<file path="config.mk">
export PLATFORM = sky130hd
export DESIGN_NAME = bpd_cell
export DESIGN_NICKNAME = d
export VERILOG_FILES = /design/src/bpd_pkg.sv /design/src/bpd_cell.sv
export SDC_FILE = /design/constraint.sdc
export NUM_CORES = 1
export LEC_CHECK = 0
export ABC_AREA = 0
export BUFFER_PORTS_ARGS = -buffer_cell sky130_fd_sc_hd__buf_2
export CORE_MARGIN = 2
export CORE_UTILIZATION = 40
export CTS_BUF_LIST = sky130_fd_sc_hd__clkbuf_2 sky130_fd_sc_hd__clkbuf_4 sky130_fd_sc_hd__clkbuf_8
export DETAILED_ROUTE_END_ITERATION = 12
export PLACE_DENSITY = 0.74
export REMOVE_ABC_BUFFERS = 1
export SLEW_MARGIN = 0
export SYNTH_ARGS = -nofsm -noshare
export SYNTH_HDL_FRONTEND = slang
export SYNTH_SLANG_ARGS = --single-unit
export TNS_END_PERCENT = 5
</file>
<file path="constraint.sdc">
create_clock -name clk -period 1.9 [get_ports clk]
set_input_delay 0.38 -clock clk [delete_from_list [all_inputs] [get_ports clk]]
set_output_delay 0.38 -clock clk [all_outputs]
set_load 0.01 [all_outputs]
</file>
<file path="src/bpd_pkg.sv">
// ----------------------------------------------------------------------------
// bpd_pkg
// shared types, widths and codes of the bounded position deque
// ----------------------------------------------------------------------------
`default_nettype none

package bpd_pkg;

  localparam int CAPACITY = 256;
  localparam int CNT_W    = $clog2(CAPACITY + 1);
  localparam int IDX_W    = 8;
  localparam int COORD_W  = 8;
  localparam int SIZE_W   = 9;
  localparam int STAT_W   = 2;
  localparam int OP_W     = 3;
  localparam int CMP_W    = (CNT_W > IDX_W) ? CNT_W : IDX_W;
  localparam int ENTRY_W  = 3 * COORD_W;
  localparam int GRP_SIZE = 16;
  localparam int NGRP     = (CAPACITY + GRP_SIZE - 1) / GRP_SIZE;

  localparam int IN_TDATA_W  = 4 * COORD_W;
  localparam int OUT_DATA_W  = ENTRY_W + SIZE_W;
  localparam int OUT_TDATA_W = ((OUT_DATA_W + 7) / 8) * 8;

  typedef enum logic [OP_W-1:0] {
    OP_INS_HEAD = 3'd0,
    OP_INS_TAIL = 3'd1,
    OP_RM_HEAD  = 3'd2,
    OP_RM_TAIL  = 3'd3,
    OP_RD_IDX   = 3'd4,
    OP_RD_TAIL  = 3'd5
  } op_t;

  typedef enum logic [STAT_W-1:0] {
    ST_OK    = 2'd0,
    ST_FULL  = 2'd1,
    ST_EMPTY = 2'd2,
    ST_RANGE = 2'd3
  } status_t;

  typedef struct packed {
    logic [COORD_W-1:0] x;
    logic [COORD_W-1:0] y;
    logic [COORD_W-1:0] symbol;
  } entry_t;

  typedef struct packed {
    logic             load;
    logic             ins_head;
    logic             ins_tail;
    logic             rm_head;
    logic             rm_tail;
    logic             rd_en;
    entry_t           item;
    logic [CMP_W-1:0] tail_pos;
    logic [CMP_W-1:0] rd_pos;
  } cell_ctrl_t;

endpackage

`default_nettype wire

</file>
<file path="src/bpd_cell.sv">
// ----------------------------------------------------------------------------
// bpd_cell
// one slot of the deque: shifts with its neighbors, writes or clears at the
// tail, and presents its entry on the read tap when addressed
// ----------------------------------------------------------------------------
`default_nettype none

module bpd_cell (
  input  wire logic                      clk,
  input  wire logic                      rst_n,
  input  wire bpd_pkg::cell_ctrl_t       ctrl,
  input  wire logic [bpd_pkg::CMP_W-1:0] cell_pos,
  input  wire bpd_pkg::entry_t           left_in,
  input  wire bpd_pkg::entry_t           right_in,
  output bpd_pkg::entry_t                data_out,
  output logic [bpd_pkg::ENTRY_W-1:0]    tap_out
);
  import bpd_pkg::*;

  entry_t             data_r, data_nxt;
  logic [ENTRY_W-1:0] tap_r, tap_nxt;

  always_comb begin
    data_nxt = data_r;
    if (ctrl.ins_head) begin
      data_nxt = left_in;
    end else if (ctrl.rm_head) begin
      data_nxt = right_in;
    end else if (ctrl.ins_tail && (cell_pos == ctrl.tail_pos)) begin
      data_nxt = ctrl.item;
    end else if (ctrl.rm_tail && (cell_pos == ctrl.tail_pos)) begin
      data_nxt = '0;
    end
  end

  always_comb begin
    tap_nxt = tap_r;
    if (ctrl.load) begin
      tap_nxt = (ctrl.rd_en && (cell_pos == ctrl.rd_pos)) ? data_r : '0;
    end
  end

  always_ff @(posedge clk) begin
    if (!rst_n) begin
      data_r <= '0;
      tap_r  <= '0;
    end else begin
      data_r <= data_nxt;
      tap_r  <= tap_nxt;
    end
  end

  assign data_out = data_r;
  assign tap_out  = tap_r;

endmodule

`default_nettype wire

</file>
* After elaboration in Yosys (flattened, before gate mapping)
Index checks and enable logic that the tools add are counted.
** Storage, ports and cells
- Bits in registers :: 48
- Input bits :: 107
- Output and inout port bits :: 48
** Operators by class
- Equal/unequal tests :: 2
- Multiplexer cells :: 5
- Reductions and logical operators :: 4
** Operators with widths (count)
- $mux W24 :: 5
- $eq A9 B9 Y1 :: 2
- $reduce_bool A4 Y1 :: 1
- $logic_and A1 B1 Y1 :: 3

* Depth between registers and ports, before layout
Gate-level depths: netlist of run 1.
- Depth in word-level cells :: 6
- Gate-level depth with buffers :: 7
- Gate-level depth less buffers :: 5

* Worst setup path after synthesis of run 1
OpenSTA, ideal clock, no wires.
- Kind :: input port to flip-flop
- Start point :: input port ctrl[14] in the netlist's numbering
- End point :: register data_r (netlist bit data_out[0])
- Library setup time :: 0.091 ns
- Data arrival time :: 1.679 ns
- Required time :: 1.809 ns
- Path slack :: 0.130 ns
- Cell stages on the path :: 7
- Buffers on the path :: 2
- Path through :: xnor2_1 > o221ai_1 > nor4_4 > buf_6 > buf_12 > o2111ai_1 > a311oi_1
** On the way
- Longest elaborated chain between the ends :: 5
** RTL lines
- start, declared :: RTL line bpd_cell.sv:11 : input wire bpd_pkg::cell_ctrl_t ctrl,
- $eq A9 B9 Y1 (*) :: RTL line bpd_cell.sv:29, bpd_cell.sv:31
- $logic_and A1 B1 Y1 :: RTL line bpd_cell.sv:29 : end else if (ctrl.ins_tail && (cell_pos == ctrl.tail_pos)) begin
- $mux W24 :: RTL line bpd_cell.sv:29
- $mux W24 :: RTL line bpd_cell.sv:27 : end else if (ctrl.rm_head) begin
- $mux W24 :: RTL line bpd_cell.sv:25 : if (ctrl.ins_head) begin
- end signal, assigned :: RTL line bpd_cell.sv:48 : data_r <= data_nxt;
- end, declared :: RTL line bpd_cell.sv:20 : entry_t data_r, data_nxt;
Mark *: on every way between the ends. The rest lies on a longest branch, timed or not.
A chain may end at the register's enable or synchronous reset.

* Final worst setup path of run 1
- Start point :: input port ctrl[14] in the netlist's numbering
- End point :: register data_r (netlist bit data_out[8])
Same word-level chain as after synthesis.

==> flow_summary.ini, run 1 <==
[global_routing]
global_route.usage.met1 = 0.2715
grtUsageMet3 = 0.03697
grt_antenna_before_repair = 0
grt_first_pass_wirelength_mm = 13.13
via_count_of_the_first_global_routing_pass = 2808
grt_overflow_total = 0
grt_usage = 0.2152
grt_use_met2 = 0.3796
grt_start_max_net_pins = 49
grt_busiest_layer = met2

[synth]
synth_area_leaders = sky130_fd_sc_hd__dfxtp_1, sky130_fd_sc_hd__a2111oi_0, sky130_fd_sc_hd__a311oi_1
synth_simple_gate_area_share = 0.1160
post_synth.cell_area_avg_um2 = 9.688
synthFlopType = sky130_fd_sc_hd__dfxtp_1
synth_seq_area_share = 0.3492
synth.cells.most_frequent = sky130_fd_sc_hd__dfxtp_1, sky130_fd_sc_hd__nor2b_1, sky130_fd_sc_hd__a21oi_1
synth_mux_area_frac = 0
post_synth_xor_area_fraction = 0.05093
yosys_warnings = 0
ys_ff_latch = 48
synthDistinctLibCells = 30
synth_enable_flop_cells = 0
synthMostInstantiatedCell = sky130_fd_sc_hd__dfxtp_1
synth_top_family_by_area = compound AO/OA/AOI/OAI gates
ys_async_sr_fraction = 0
synth_adder_area_share = 0
synthDominantAreaCellType = sky130_fd_sc_hd__dfxtp_1
share_of_yosys_cell_area_claimed_by_the_top_area_cell_type = 0.3492
synth-compound-area-share = 0.3479
netlist_area_um2 = 2751
post_synth_inst_count = 284

[cells_and_area]
n_antenna_cell = 0
area_growth_pct = 29.42
fin_area_um2 = 3561
share_of_post_route_cells_with_drive_strength_above_1 = 0.4401
nNetsFinal = 540

[sta]
clock_skew_ns = 0.007015
least_margin_pin_slew_ns = 0.5185
report.final.setup_viol = 0
maxClockFrequency_mhz = 593.7
rsz0062_at_grt = no
final-max-slew-violation-count = 0
final_period_minus_worst_setup_slack_ns = 1.684
slew-limit-headroom = 0.6543
post-route-period-util = 0.8865
finalHoldViolations = 0

[drt]
initialDrtViolationCount = 92
finalWirelength_mm = 8.389
ratio_of_routed_vias_to_standard_cells = 5.650
drcViolationCount = 0
postRouteAntennaNets = 0
dr_total_vias = 2904
post_dr_wirelength_cell_um = 16.32
drt_first_pass_iters = 4

[place]
placed_cell_area_um2 = 3463
gp_congestion = 0.7920
portBuffers = 154
hpwlAfterDp_mm = 6.067

[setup_path]
worst_ep_required_time_ns = 2.09
critical-path-slowest-cell = sky130_fd_sc_hd__nor4_4
worstPathBufferInverterCount = 2
cp_data_arrival_time_ns = 1.88
timing.critical_path.fanout_max = 25
crit_path_max_incr_delay_ns = 0.32
crit_path_end_kind = flip-flop
timing.setup.critical_path_class = in2reg
setup.worst_path.start_class = input pin
cp_top_family = compound AO/OA/AOI/OAI gates
cp_cell_sequence = buf_2, xnor2_1, o221ai_1, nor4_4, buf_4, o2111ai_1, a311oi_1

[pwr]
design_power_total_uw = 2145
sw_frac_of_total = 0.2735
combinationalPowerShare = 0.201
leakage_uw = 0.001531
intPower_uw = 1559
sw_power_uw = 586.7
sequentialPowerShare = 0.500
power-per-cell-area_nw_per_um2 = 602.4
worst_ir_drop_vdd_mv = 0.2828
pwr-share-clk = 0.299

[clock_network]
clock-root-buffer = sky130_fd_sc_hd__clkbuf_8
clk_pin_slew_ns = 0.09
htreeDepth = 2
cts_buffer_depth = 2
cts_repair_resize_count = 0
numCtsBuffers = 5
hold_bufs_at_cts = 0
latest_clock_arrival_within_the_worst_skew_pair_ns = 0.29
postCtsSetupRepairBufs = 0
tritoncts = done
cts_sinks = 48

[flow_run]
max-cap-violations = 0

[die]
die_w_um = 86.94
fp-row-count = 30
die_y_um = 86.94
io-pin-count = 155
start_util = 0.4095
die_footprint_um2 = 7558
core-area_um2 = 6719

[hold_path]
hold_path_class = in2reg

[outcome]
status = finished, final reports clean
## cells by family after synthesis
group | Yosys count
AO/OA/AOI/OAI | 123
XOR/XNOR | 16
buffers and inverters | 38
flip-flops | 48
AND/OR/NAND/NOR | 59
## cell type report
type / count / area [µm²]
clock buffer: 7 / 90.09
fill: 632 / 3158
timing repair buffer: 176 / 960.9
tap: 80 / 100.1
sequential: 48 / 960.9
multi-input combinational: 198 / 1426
inverter: 4 / 15.01
clock inverter: 1 / 7.507
## power by group through the flow
stage                     Clock [µW]  Sequential [µW]  Combinational (µW)
final                            641             1070                 432
after global routing             706             1080                 472
after CTS                        659             1070                 433
after detailed placement           0             1100                 432
after global placement             0             1100                 423
after floorplan                    0             1110                 147
## worst register-to-register path, stage by stage (launching register included)
cell,delay [ns]
sky130_fd_sc_hd__dfxtp_1,0.33
sky130_fd_sc_hd__a2111oi_0,0.45
sky130_fd_sc_hd__a311oi_1,0.10
## worst paths after layout
| kind | cells after the start | from | to | slack, ns |
|---|---|---|---|---|
| max | 7 | ctrl[14] | data_out[8] | 0.22 |
| min | 3 | ctrl[36] | data_out[18] | 0.38 |
| max reg2reg | 2 | data_out[14] | data_out[14] | 0.89 |
| min reg2reg | 2 | data_out[10] | tap_out[10] | 0.52 |
## routing by layer
| layer | wire, µm | vias up |
|---|---|---|
| li1 | - | 1434 |
| met1 | 3633 | 1339 |
| met2 | 4112 | 125 |
| met3 | 577 | 6 |
| met4 | 65 | 0 |
| met5 | 0 | - |
## sequential cells by signal, summed over array words and instances (netlist names)
| register | count |
|---|---|
| data_out | 24 |
| tap_out | 24 |
## layout by cell type (no fill, tap or decap), types with 20 or more instances in the layout
| cell | n |
|---|---|
| sky130_fd_sc_hd__buf_2 | 154 |
| sky130_fd_sc_hd__a22oi_1 | 23 |
| sky130_fd_sc_hd__o2111ai_1 | 24 |
| sky130_fd_sc_hd__a2111oi_0 | 24 |
| sky130_fd_sc_hd__a311oi_1 | 24 |
| sky130_fd_sc_hd__a21oi_1 | 25 |
| sky130_fd_sc_hd__dfxtp_1 | 48 |
| sky130_fd_sc_hd__nor2_1 | 24 |
| sky130_fd_sc_hd__nor2b_1 | 24 |
| sky130_fd_sc_hd__buf_4 | 20 |
## metrics by stage
stage               std cells  TNS, ns  setup WS, ns    util  hold WS [ns]
finish                    514        0        0.2157  0.5300        0.3776
global route              514        0       0.08547  0.5300        0.3815
CTS                       514        0        0.2105  0.5300        0.3713
detailed placement        506   -1.540      -0.09970  0.5155        0.5042
global placement          506  -0.5331      -0.04264  0.5155        0.4961
floorplan                 250   -24.99       -0.7248       -        0.5368
(Power assumes the default switching activity.)
==> inputs of run 2 (changes only) <==
--- a/config.mk
+++ b/config.mk
@@ -5,15 +5,14 @@
 export SDC_FILE = /design/constraint.sdc
 export NUM_CORES = 1
 export LEC_CHECK = 0
-export ABC_AREA = 0
+export ABC_AREA = 1
 export BUFFER_PORTS_ARGS = -buffer_cell sky130_fd_sc_hd__buf_2
 export CORE_MARGIN = 2
-export CORE_UTILIZATION = 40
+export CORE_UTILIZATION = 38
 export CTS_BUF_LIST = sky130_fd_sc_hd__clkbuf_2 sky130_fd_sc_hd__clkbuf_4 sky130_fd_sc_hd__clkbuf_8
 export DETAILED_ROUTE_END_ITERATION = 12
-export PLACE_DENSITY = 0.74
+export PLACE_DENSITY = 0.68
 export REMOVE_ABC_BUFFERS = 1
-export SLEW_MARGIN = 0
 export SYNTH_ARGS = -nofsm -noshare
 export SYNTH_HDL_FRONTEND = slang
 export SYNTH_SLANG_ARGS = --single-unit
==> run 2 against run 1 <==
Final area up 12%. Clock power up 20%. First-iteration DRC count up 59%. Clock skew down 0.00073 ns. Critical endpoint is now data_out[12]. Largest cell class unchanged. Largest power group unchanged. Highest routed layer unchanged.
==> flow_summary.ini, run 2 <==
[drt]
postRouteAntennaNets = 0
dr_total_vias = 3337
initialDrtViolationCount = 146
drcViolationCount = 0
ratio_of_routed_vias_to_standard_cells = 4.815
finalWirelength_mm = 9.060
drt_first_pass_iters = 4
post_dr_wirelength_cell_um = 13.07

[clock_network]
numCtsBuffers = 5
latest_clock_arrival_within_the_worst_skew_pair_ns = 0.30
htreeDepth = 2
tritoncts = done
cts_sinks = 48
clock-root-buffer = sky130_fd_sc_hd__clkbuf_8
postCtsSetupRepairBufs = 0
hold_bufs_at_cts = 0
clk_pin_slew_ns = 0.09
cts_repair_resize_count = 0
cts_buffer_depth = 2

[synth]
synthMostInstantiatedCell = sky130_fd_sc_hd__nand2_1
ys_ff_latch = 48
ys_async_sr_fraction = 0
synth_seq_area_share = 0.3040
synth.cells.most_frequent = sky130_fd_sc_hd__nand2_1, sky130_fd_sc_hd__inv_1, sky130_fd_sc_hd__a21oi_1
netlist_area_um2 = 3161
synthFlopType = sky130_fd_sc_hd__dfxtp_1
share_of_yosys_cell_area_claimed_by_the_top_area_cell_type = 0.3040
post_synth.cell_area_avg_um2 = 7.023
synth_enable_flop_cells = 0
synth_area_leaders = sky130_fd_sc_hd__dfxtp_1, sky130_fd_sc_hd__nand2_1, sky130_fd_sc_hd__a21oi_1
synthDistinctLibCells = 28
synthDominantAreaCellType = sky130_fd_sc_hd__dfxtp_1
yosys_warnings = 0
post_synth_inst_count = 450

[sta]
clock_skew_ns = 0.006288
final_period_minus_worst_setup_slack_ns = 1.462
final-max-slew-violation-count = 0
rsz0062_at_grt = no
setup-tns-final_ns = 0
finalHoldViolations = 0
post-route-period-util = 0.7693
least_margin_pin_slew_ns = 0.8900
slew-limit-headroom = 0.4038
report.final.setup_viol = 0
maxClockFrequency_mhz = 684.1

[place]
dp_cells = 685
hpwlAfterDp_mm = 7.040
placed_cell_area_um2 = 3875
gp_congestion = 0.8710
portBuffers = 154

[hold_path]
min_from = left_in[7]
hold_path_class = in2reg
worstHoldEndpoint = data_out[7]
number_of_cells_on_the_worst_hold_path = 5

[pwr]
combinationalPowerShare = 0.230
worst_ir_drop_vdd_mv = 0.2871
sw_frac_of_total = 0.2907
sw_power_uw = 714.1
leakage_uw = 0.002018
sequentialPowerShare = 0.457
power-per-cell-area_nw_per_um2 = 614.7
pwr-share-clk = 0.313
intPower_uw = 1742

[setup_path]
crit_path_max_incr_delay_ns = 0.35
worst_ep_required_time_ns = 2.08
worst_r2r_startpoint = data_out[15]
crit_path_end_kind = flip-flop
cp_data_arrival_time_ns = 1.64
setup.reg_to_reg.worst_slack_ns = 1.15
worstReg2RegEnd = data_out[15]
critPathMostFrequentCell = sky130_fd_sc_hd__nand2_1
cp_cell_sequence = buf_2, inv_1, nand2_1, nand2_1, nor2_1, nand2_1, nor2_4, o211ai_4, nand3_1, a21oi_1
setup.worst_path.start_class = input pin
critical-path-slowest-cell = sky130_fd_sc_hd__o211ai_4
timing.critical_path.fanout_max = 24
setup.worst_path.start = cell_pos[8]
cp_top_family = simple AND/OR/NAND/NOR gates
worstRegToRegCells = 2
timing.setup.critical_path_class = in2reg
worstPathBufferInverterCount = 2

[global_routing]
grt_first_pass_wirelength_mm = 14.07
grt_overflow_total = 0
grt_start_max_net_pins = 49
grt_usage = 0.1943
via_count_of_the_first_global_routing_pass = 2923
grt_antenna_before_repair = 0

[outcome]
status = finished, final reports clean

[cells_and_area]
layoutNonFillerInstCount = 693
area_growth_pct = 26.44
n_antenna_cell = 0
final_cell_mix = sky130_fd_sc_hd__buf_2, sky130_fd_sc_hd__nand2_1, sky130_fd_sc_hd__inv_1, sky130_fd_sc_hd__a21oi_1, sky130_fd_sc_hd__dfxtp_1
fin_area_um2 = 3996
commonest_non_fill_non_tap_cell_in_the_layout = sky130_fd_sc_hd__buf_2
share_of_post_route_cells_with_drive_strength_above_1 = 0.3776
nNetsFinal = 694
fill_cells = 854

[die]
die_w_um = 95.20
die_footprint_um2 = 9063
die_y_um = 95.20
start_util = 0.3886
core-area_um2 = 8134
io-pin-count = 155
fp-row-count = 33

[flow_run]
max-cap-violations = 0
==> run 2: metrics by stage <==
step                      total power [µW]    util  worst slack [ns]  hold slack, ns
after global routing                  2583  0.4913            0.2486          0.4273
final                                 2457  0.4913            0.4382          0.4169
after detailed placement              1714  0.4764            0.1159          0.4881
after CTS                             2487  0.4913            0.4403          0.4031
after global placement                1706  0.4764            0.1457          0.4811
after floorplan                       1396       -           -0.1983          0.4735
==> run 2: worst min-delay path: stages <==
cell and delay (ns):
sky130_fd_sc_hd__buf_2 0.10, sky130_fd_sc_hd__inv_1 0.04, sky130_fd_sc_hd__nand2_1 0.04, sky130_fd_sc_hd__nand2_1 0.07, sky130_fd_sc_hd__a21oi_2 0.04
==> run 2: how the worst max path moves through the flow <==
stage / to / slack (ns) / cells past startpoint
floorplan: data_out[12] / -0.20 / 3
global placement: data_out[13] / 0.15 / 10
detailed placement: data_out[14] / 0.12 / 10
CTS: data_out[15] / 0.44 / 10
global route: data_out[21] / 0.25 / 10
finish: data_out[12] / 0.44 / 10
==> run 2: final cells by class <==
type                       count  area, µm²  share of cell area
multi-input combinational    309       1678              0.4199
sequential                    48      960.9              0.2405
timing repair buffer         164      883.3              0.2210
inverter                      59      221.5             0.05542
tap                          105      131.4             0.03287
clock buffer                   6      82.58             0.02066
clock inverter                 2      38.79            0.009706
==> run 2: logic make-up after synthesis <==
kind of cell    count (synthesis)  synth area share
compound gates                100            0.1876
xor+xnor                        9           0.02494
buf+inv                        93            0.1659
flops                          48            0.3040
simple gates                  200            0.3175
==> run 2: power by group through the flow <==
stage	clock network, µW	registers [µW]	logic, µW
5_1_grt	822	1130	631
4_1_cts	794	1120	570
2_1_floorplan	0	1160	235
3_5_place_dp	0	1150	568
3_3_place_gp	0	1140	562
6_report	770	1120	565
==> run 2: routing by layer <==
layer  vias to the layer above  share of wire  track usage
met3                        12          0.049      0.02213
met2                        95           0.48       0.3163
li1                       1745              -            -
met4                         0          0.015      0.05797
met1                      1485           0.46       0.2698
met5                         -              0            0
